--- config.mk ---
export PLATFORM = sky130hd
export DESIGN_NAME = array_list_insert_delete
export DESIGN_NICKNAME = d
export VERILOG_FILES = /design/src/rtl/core/ald_pkg.sv /design/src/rtl/core/array_list_insert_delete.sv /design/src/rtl/core/ald_cell.sv
export VERILOG_INCLUDE_DIRS = /design/src /design/src/rtl/core
export SDC_FILE = /design/constraint.sdc
export NUM_CORES = 1
export LEC_CHECK = 0
export ABC_CLOCK_PERIOD_IN_PS = 11490
export BUFFER_PORTS_ARGS = -buffer_cell sky130_fd_sc_hd__clkbuf_2
export CORE_UTILIZATION = 65
export DETAILED_ROUTE_END_ITERATION = 12
export PLACE_DENSITY = 0.81
export SYNTH_ARGS = -nofsm -noshare
export SYNTH_HDL_FRONTEND = slang
export SYNTH_HIERARCHICAL = 1
export SYNTH_SLANG_ARGS = --single-unit
--- constraint.sdc ---
create_clock -name clk -period 11.49 [get_ports clk]
set_input_delay 1.149 -clock clk [delete_from_list [all_inputs] [get_ports clk]]
set_output_delay 1.149 -clock clk [all_outputs]
set_load 0.1 [all_outputs]
--- src/rtl/core/array_list_insert_delete_macros.svh ---
// Assertion macros shared by the ordered-list RTL.
// No dependencies; included by the files that carry assertions.
`ifndef ARRAY_LIST_INSERT_DELETE_MACROS_SVH
`define ARRAY_LIST_INSERT_DELETE_MACROS_SVH

// Check that a condition implies another in the same cycle.
`define ALD_ASSERT_IMPL(label, clk, rst_n, ante, cons) \
	label: assert property (@(posedge clk) disable iff (!rst_n) (ante) |-> (cons)) \
		else $error("ordered list: same-cycle check failed");

// Check that a condition implies another in the next cycle.
`define ALD_ASSERT_NEXT(label, clk, rst_n, ante, cons) \
	label: assert property (@(posedge clk) disable iff (!rst_n) (ante) |=> (cons)) \
		else $error("ordered list: next-cycle check failed");

`endif

--- src/rtl/core/ald_pkg.sv ---
// Types and codes of the ordered list: operation, status and cell command codes.
// No dependencies; imported by ald_cell and array_list_insert_delete.
package ald_pkg;

	// operation codes of an input item
	localparam logic [2:0] FUNC_INSERT = 3'd0;
	localparam logic [2:0] FUNC_DELETE = 3'd1;
	localparam logic [2:0] FUNC_READ   = 3'd2;
	localparam logic [2:0] FUNC_CLEAR  = 3'd3;
	localparam logic [2:0] FUNC_DUMP   = 3'd4;

	// result status codes
	localparam logic [1:0] ST_OK    = 2'd0;
	localparam logic [1:0] ST_FULL  = 2'd1;
	localparam logic [1:0] ST_EMPTY = 2'd2;
	localparam logic [1:0] ST_RANGE = 2'd3;

	// per-cycle command broadcast to every cell
	localparam logic [1:0] CELL_HOLD = 2'd0;
	localparam logic [1:0] CELL_INS  = 2'd1;
	localparam logic [1:0] CELL_DEL  = 2'd2;
	localparam logic [1:0] CELL_ROT  = 2'd3;

	localparam int DATA_W = 32;
	localparam int TDATA_W = 40;

	typedef struct packed {
		logic [1:0] op;
		logic [3:0] position;
	} cell_cmd_t;

endpackage

--- src/rtl/core/array_list_insert_delete.sv ---
// Ordered list of CAPACITY signed 32-bit entries in a row of shifting cells.
// Insert, delete, clear, unused codes, failed read/dump: one result, registered next cycle;
// a new item can follow every cycle while the output register drains.
// Read and dump: a walk rotates the occupied cells once, one step per cycle the
// output is free; no item is taken during the walk. Read emits at its position, dump every step.
// Reset clears the count and output control; entry cells hold unknown data until written.
`include "array_list_insert_delete_macros.svh"

module array_list_insert_delete
	import ald_pkg::*;
#(
	parameter int CAPACITY = 8
) (
	input  logic               clk,
	input  logic               arst_n,
	input  logic               s_tvalid,
	output logic               s_tready,
	input  logic [TDATA_W-1:0] s_tdata,   // func[2:0], position[6:3], value[38:7], zero pad
	output logic               m_tvalid,
	input  logic               m_tready,
	output logic [TDATA_W-1:0] m_tdata,   // status[1:0], read_value[33:2], list_length[37:34],
	                                      // is_empty[38], zero pad
	output logic               m_tlast
);

	localparam int CW   = $clog2(CAPACITY + 1);
	localparam int IW   = $clog2(CAPACITY);
	localparam int CMPW = (CW > 4) ? CW : 4;

	// input fields
	logic [2:0]        in_func;
	logic [3:0]        in_pos;
	logic [DATA_W-1:0] in_value;

	assign in_func  = s_tdata[2:0];
	assign in_pos   = s_tdata[6:3];
	assign in_value = s_tdata[38:7];

	// control state
	logic [CW-1:0]      cnt_q;
	logic [CW-1:0]      cnt_d;
	logic               walk_q;
	logic               dump_q;
	logic [3:0]         rpos_q;
	logic [IW-1:0]      step_q;
	logic               m_tvalid_q;
	logic [TDATA_W-1:0] m_tdata_q;
	logic               m_tlast_q;

	logic               out_free;
	logic               accept;
	logic               full;
	logic               empty;
	logic [CW-1:0]      tail_full;
	logic [IW-1:0]      tail;
	logic [CMPW-1:0]    cnt_ext;
	logic [CMPW-1:0]    pos_ext;
	logic [CMPW-1:0]    len_ext;
	logic               start_walk;
	logic               single;
	logic [1:0]         st;
	logic               emit;
	logic               walk_last;
	logic               step_done;
	cell_cmd_t          cmd;

	logic [DATA_W-1:0]  entry [CAPACITY];

	assign out_free  = !m_tvalid_q || m_tready;
	assign s_tready  = !walk_q && out_free;
	assign accept    = s_tvalid && s_tready;
	assign full      = (cnt_q >= CW'(CAPACITY));
	assign empty     = (cnt_q == '0);
	assign tail_full = cnt_q - 1'b1;
	assign tail      = tail_full[IW-1:0];
	assign cnt_ext   = CMPW'(cnt_q);
	assign pos_ext   = CMPW'(in_pos);
	assign len_ext   = CMPW'(cnt_d);
	assign step_done = (step_q == tail);

	// Decode the accepted item: status, cell command, new count.
	always_comb begin
		cmd.op       = CELL_HOLD;
		cmd.position = walk_q ? rpos_q : in_pos;
		cnt_d        = cnt_q;
		start_walk   = 1'b0;
		single       = 1'b0;
		st           = ST_OK;
		if (accept) begin
			single = 1'b1;
			unique case (in_func)
				FUNC_INSERT: begin
					if (full) begin
						st = ST_FULL;
					end else if (pos_ext > cnt_ext) begin
						st = ST_RANGE;
					end else begin
						cmd.op = CELL_INS;
						cnt_d  = cnt_q + 1'b1;
					end
				end
				FUNC_DELETE: begin
					if (empty) begin
						st = ST_EMPTY;
					end else if (pos_ext >= cnt_ext) begin
						st = ST_RANGE;
					end else begin
						cmd.op = CELL_DEL;
						cnt_d  = cnt_q - 1'b1;
					end
				end
				FUNC_READ: begin
					if (empty) begin
						st = ST_EMPTY;
					end else if (pos_ext >= cnt_ext) begin
						st = ST_RANGE;
					end else begin
						start_walk = 1'b1;
						single     = 1'b0;
					end
				end
				FUNC_CLEAR: begin
					cnt_d = '0;
				end
				FUNC_DUMP: begin
					if (empty) begin
						st = ST_EMPTY;
					end else begin
						start_walk = 1'b1;
						single     = 1'b0;
					end
				end
				default: begin
					st = ST_OK;
				end
			endcase
		end
		// rotate the occupied cells one step per free output slot
		if (walk_q && out_free) begin
			cmd.op = CELL_ROT;
		end
	end

	// Emit from cell 0 during a walk: every step for dump, the addressed step for read.
	assign emit      = walk_q && out_free && (dump_q || (CMPW'(step_q) == CMPW'(rpos_q)));
	assign walk_last = dump_q ? step_done : 1'b1;

	// Build the row of cells.
	for (genvar i = 0; i < CAPACITY; i++) begin : g_cell
		logic [DATA_W-1:0] left_val;
		logic [DATA_W-1:0] right_val;

		if (i == 0) begin : g_first
			assign left_val = in_value;
		end else begin : g_inner_l
			assign left_val = entry[i-1];
		end

		if (i == CAPACITY - 1) begin : g_end
			assign right_val = entry[i];
		end else begin : g_inner_r
			assign right_val = entry[i+1];
		end

		ald_cell #(
			.IDX (i),
			.IW  (IW)
		) u_cell (
			.clk       (clk),
			.cmd       (cmd),
			.tail      (tail),
			.value     (in_value),
			.left_val  (left_val),
			.right_val (right_val),
			.wrap_val  (entry[0]),
			.entry     (entry[i])
		);
	end

	// Advance the count, the walk and the output valid.
	always_ff @(posedge clk or negedge arst_n) begin
		if (!arst_n) begin
			cnt_q      <= '0;
			walk_q     <= 1'b0;
			dump_q     <= 1'b0;
			rpos_q     <= '0;
			step_q     <= '0;
			m_tvalid_q <= 1'b0;
		end else begin
			cnt_q <= cnt_d;
			if (start_walk) begin
				walk_q <= 1'b1;
				dump_q <= (in_func == FUNC_DUMP);
				rpos_q <= in_pos;
				step_q <= '0;
			end else if (walk_q && out_free) begin
				if (step_done) begin
					walk_q <= 1'b0;
				end else begin
					step_q <= step_q + 1'b1;
				end
			end
			if (single || emit) begin
				m_tvalid_q <= 1'b1;
			end else if (m_tready) begin
				m_tvalid_q <= 1'b0;
			end
		end
	end

	// Load the result payload.
	always_ff @(posedge clk) begin
		if (single) begin
			m_tdata_q <= {1'b0, (cnt_d == '0), len_ext[3:0], {DATA_W{1'b0}}, st};
			m_tlast_q <= 1'b1;
		end else if (emit) begin
			m_tdata_q <= {1'b0, 1'b0, cnt_ext[3:0], entry[0], ST_OK};
			m_tlast_q <= walk_last;
		end
	end

	assign m_tvalid = m_tvalid_q;
	assign m_tdata  = m_tdata_q;
	assign m_tlast  = m_tlast_q;

	`ALD_ASSERT_IMPL(a_cnt_max, clk, arst_n, 1'b1, cnt_q <= CW'(CAPACITY))
	`ALD_ASSERT_IMPL(a_no_take_walk, clk, arst_n, walk_q, !s_tready)
	`ALD_ASSERT_IMPL(a_step_in_list, clk, arst_n, walk_q, step_q <= tail && !empty)
	`ALD_ASSERT_NEXT(a_walk_keeps_cnt, clk, arst_n, walk_q, cnt_q == $past(cnt_q))

endmodule

--- src/rtl/core/ald_cell.sv ---
// One storage cell of the ordered list: holds one entry, shifts with its neighbors.
// Depends on ald_pkg for the cell command struct and codes.
module ald_cell
	import ald_pkg::*;
#(
	parameter int IDX = 0,
	parameter int IW  = 3
) (
	input  logic              clk,
	input  cell_cmd_t         cmd,
	input  logic [IW-1:0]     tail,       // index of the last occupied cell
	input  logic [DATA_W-1:0] value,      // value to insert
	input  logic [DATA_W-1:0] left_val,   // entry of the cell below
	input  logic [DATA_W-1:0] right_val,  // entry of the cell above
	input  logic [DATA_W-1:0] wrap_val,   // entry of cell 0 for rotation
	output logic [DATA_W-1:0] entry
);

	logic [DATA_W-1:0] entry_q;
	logic [DATA_W-1:0] entry_d;

	// Pick the next entry from the broadcast command and this cell's place.
	always_comb begin
		entry_d = entry_q;
		case (cmd.op)
			CELL_INS: begin
				if (IDX > int'(cmd.position)) begin
					entry_d = left_val;
				end else if (IDX == int'(cmd.position)) begin
					entry_d = value;
				end
			end
			CELL_DEL: begin
				if (IDX >= int'(cmd.position)) begin
					entry_d = right_val;
				end
			end
			CELL_ROT: begin
				if (IDX < int'(tail)) begin
					entry_d = right_val;
				end else if (IDX == int'(tail)) begin
					entry_d = wrap_val;
				end
			end
			default: begin
				entry_d = entry_q;
			end
		endcase
	end

	always_ff @(posedge clk) begin
		entry_q <= entry_d;
	end

	assign entry = entry_q;

endmodule
==> results.py <==
metrics = {
    "logic_synthesis": {
        "synth_ff_type": "edfxtp_1",
        "synthCells": 1746,
        "yosysWarnings": 6,
        "postSynthAreaPerCell_um2": 10.99,
        "yosysUniqueCellTypes": 88,
        "synth_async_sr_flop_share": 0.04516,
        "syn_area_um2": 19190,
        "synth-edff-count": 263,
        "synthesis.nets": 1797,
        "yosysSeqAreaShare": 0.4643,
        "ys_ff_latch": 310,
    },
    "grt": {
        "grt_pass1_wl_um": 85990,
        "gr-total-overflow": 0,
        "antenna_found_initial": 6,
        "grt_util_all_layers": 0.3693,
        "grt_pass1_vias": 14690,
        "grt_max_degree": 200,
    },
    "critical_path": {
        "max_stage_delay_ps": 910,
        "cp_top_family": "simple AND/OR/NAND/NOR gates",
        "required_ps": 11710,
        "start_kind": "input port",
        "critical-path-slowest-cell": "buf_4",
        "cp_common_cell": "buf_4",
        "path_buf_inv": 3,
        "critPathKind": "input port to flip-flop",
        "cp_data_arrival_time_ps": 5320,
        "crit_path_cell_trace": "clkbuf_2 > ha_1 > nor2b_4 > o31ai_2 > nand4_1 > nand2_4 > buf_4 > or4b_2 > o211ai_1 > o21ai_4 > buf_4",
        "cp_max_fo": 100,
        "end_kind": "flip-flop",
    },
    "drt": {
        "first_pass_iters": 6,
        "wl_per_cell_um": 26.42,
        "detail-route-antenna-nets": 0,
        "via_per_inst": 7.256,
        "drt_iter0_drc": 2316,
        "via_count": 15580,
        "totalWireLength_um": 56720,
        "drc": 0,
    },
    "clock_tree": {
        "post-cts-setup-buffer-count": 0,
        "clk_latency_ps": 530,
        "tritoncts": "built",
        "clockBufferDepth": 3,
        "cts_made_buffers": 35,
        "cts_hold_buf": 0,
        "root_buffer": "clkbuf_16",
        "h-tree-depth": 2,
        "cts.clk_slew.worst_paths_ps": 60,
        "cts_resized": 0,
        "clock_sinks": 310,
    },
    "sta": {
        "drv_slew": 0,
        "worst_pin_slew_ps": 1281,
        "min_period_ps": 5103,
        "hold_violations": 0,
        "finalSetupViolCount": 0,
        "slew_headroom": 0.1432,
        "finalCritPeriodShare": 0.4442,
        "fin_setup_tns_ps": 0,
        "fmaxAchievable_mhz": 196.0,
        "setup_ws_ps": 6387,
        "rsz0062_at_grt": "no",
        "finalClockSkew_ps": 24.11,
    },
    "floorplan": {
        "fp.dieW_um": 173.8,
        "fp.dieArea_um2": 30210,
        "fp-row-count": 62,
        "io_pins": 87,
        "coreArea_um2": 28860,
        "initial_core_util": 0.6649,
        "die_h_um": 173.8,
    },
    "power_and_ir_drop": {
        "p_per_area_nw_per_um2": 207.8,
        "leakage_nw": 6.782,
        "vdd.ir_drop.worst_mv": 0.1630,
    },
    "run": {
        "cap_violations": 0,
    },
    "status": {
        "status": "finished clean",
    },
    "place": {
        "port_buffers": 84,
        "post_dp_cell_area_um2": 19350,
        "place.gp.congestion": 0.9291,
        "pre_cts_slack_ps": 5973,
        "hpwl_um": 31580,
        "place_inst": 2083,
    },
    "final_layout": {
        "seq_area_um2": 8909,
        "nNetsFinal": 1787,
        "areaGrowthSynthToFinish_pct": 6.468,
        "fin_cells": 2147,
        "finalInstanceArea_um2": 20430,
        "n_fill_cell": 2081,
        "drive_gt1_frac": 0.1313,
        "multiInputGateArea_um2": 9131,
    },
    "hold_path": {
        "hold_class": "flip-flop to flip-flop",
    },
}
-- routing by layer --
metal | part of all wire | track usage | up-vias
li1 | - | - | 6763
met4 | 0.042 | 0.1557 | 4
met5 | 0.00048 | 0 | -
met3 | 0.13 | 0.09254 | 199
met1 | 0.38 | 0.5030 | 7462
met2 | 0.44 | 0.5630 | 1151
-- cell usage after synthesis, types with 6 or more instances --
library cell,count,area share
or3b_1,33,0.015
buf_6,28,0.016
buf_2,44,0.011
dfxtp_1,33,0.034
nor2_1,47,0.0092
buf_1,9,0.0018
a21oi_1,131,0.034
mux2_2,8,0.0047
a22oi_1,65,0.025
inv_1,37,0.0072
a211oi_1,35,0.014
a31oi_1,70,0.023
clkbuf_1,55,0.011
mux2i_1,318,0.17
buf_8,14,0.011
edfxtp_1,263,0.41
o31a_1,33,0.015
a221o_1,32,0.017
xor2_1,8,0.0037
buf_4,8,0.0031
dfrtp_1,14,0.018
ha_1,7,0.0046
nand3_1,67,0.017
a21boi_0,6,0.0023
o221ai_1,25,0.011
o22a_1,6,0.0027
o21ai_0,114,0.030
nand2_1,129,0.025
nand2b_1,6,0.0020
-- sequential cells by signal (all words and copies together), names as in the netlist --
register / count
walk_q: 1
m_tdata: 39
rpos_q: 4
cnt_ext: 4
dump_q: 1
m_tlast: 1
m_tvalid: 1
g_cell.u_cell/entry: 256
step_q: 3
-- kinds of logic (layout without fill, tap and decap cells) --
group / after synthesis / count (layout) / synth area share
compound gates: 557 / 557 / 0.1959
xor+xnor: 9 / 9 / 0.004108
fa+ha+maj: 8 / 8 / 0.005086
buf+inv: 203 / 216 / 0.06651
flops: 310 / 310 / 0.4643
mux: 330 / 330 / 0.1737
other cells: 1 / 5 / 0.0001954
simple gates: 328 / 328 / 0.09018
-- worst reg2reg max path, stage by stage (launching register included) --
cell and delay (ps):
dfrtp_1 540, inv_1 310, ha_1 360, nor3b_1 200, nor2_1 190, nand4_1 220
nand2_4 490, buf_4 920, or4b_2 680, o211ai_1 170, o21ai_4 270, buf_4 400
-- final cells by class --
class	instances	share of cell area
sequential	310	0.4361
tap	384	0.02352
clock buffer	50	0.04973
clock inverter	10	0.002389
inverter	37	0.006798
multi-input combinational	1233	0.4470
antenna	4	0.0004900
timing repair buffer	119	0.03405
-- metrics by stage --
step | utilization | total power [W] | hold WS (ps)
2_1_floorplan | - | 0.002788 | 487.7
3_3_place_gp | 0.6707 | 0.003078 | 443.5
3_5_place_dp | 0.6707 | 0.003133 | 447.0
4_1_cts | 0.7076 | 0.004191 | 455.2
5_1_grt | 0.7078 | 0.004380 | 469.9
6_report | 0.7079 | 0.004246 | 453.1
-- final timing paths --
check                                  from                          to  slack (ps)  cells past startpoint
worst max-delay path             s_tdata[4]  g_cell[1].u_cell/entry[15]        6390                     11
worst min-delay path            m_tdata[30]                 m_tdata[30]         450                      2
worst max register to register   cnt_ext[0]  g_cell[1].u_cell/entry[15]        6460                     11
worst min register to register  m_tdata[30]                 m_tdata[30]         450                      2
max in group asynchronous            arst_n                   step_q[2]       10660                      1
min in group asynchronous            arst_n                   rpos_q[0]         550                      1
-- placed cells by master, fill, tap and decap left out, types with 5 or more instances in the layout --
| master | count |
|---|---|
| mux2i_1 | 318 |
| edfxtp_1 | 263 |
| a21oi_1 | 130 |
| nand2_1 | 126 |
| o21ai_0 | 110 |
| clkbuf_2 | 84 |
| a31oi_1 | 69 |
| nand3_1 | 67 |
| a22oi_1 | 65 |
| nor2_1 | 47 |
| clkbuf_16 | 38 |
| inv_1 | 37 |
| a211oi_1 | 35 |
| buf_4 | 34 |
| o31a_1 | 33 |
| or3b_1 | 33 |
| dfxtp_1 | 33 |
| a221o_1 | 32 |
| o221ai_1 | 25 |
| dfrtp_1 | 14 |
| clkbuf_1 | 10 |
| xor2_1 | 8 |
| ha_1 | 7 |
| mux2_4 | 6 |
| mux2_2 | 6 |
| a21boi_0 | 6 |
| o22a_1 | 6 |
| nand2b_1 | 5 |
| clkinv_1 | 5 |
| o21ai_4 | 5 |
-- where the power goes --
group / switching, W / total, W / leakage, nW / internal [W]
clock: 0.000454 / 0.00107 / 0.523 / 0.000614
sequential: 0.0000979 / 0.00160 / 2.84 / 0.00150
combinational: 0.00108 / 0.00158 / 3.42 / 0.000501
(Power assumes the default switching activity.)
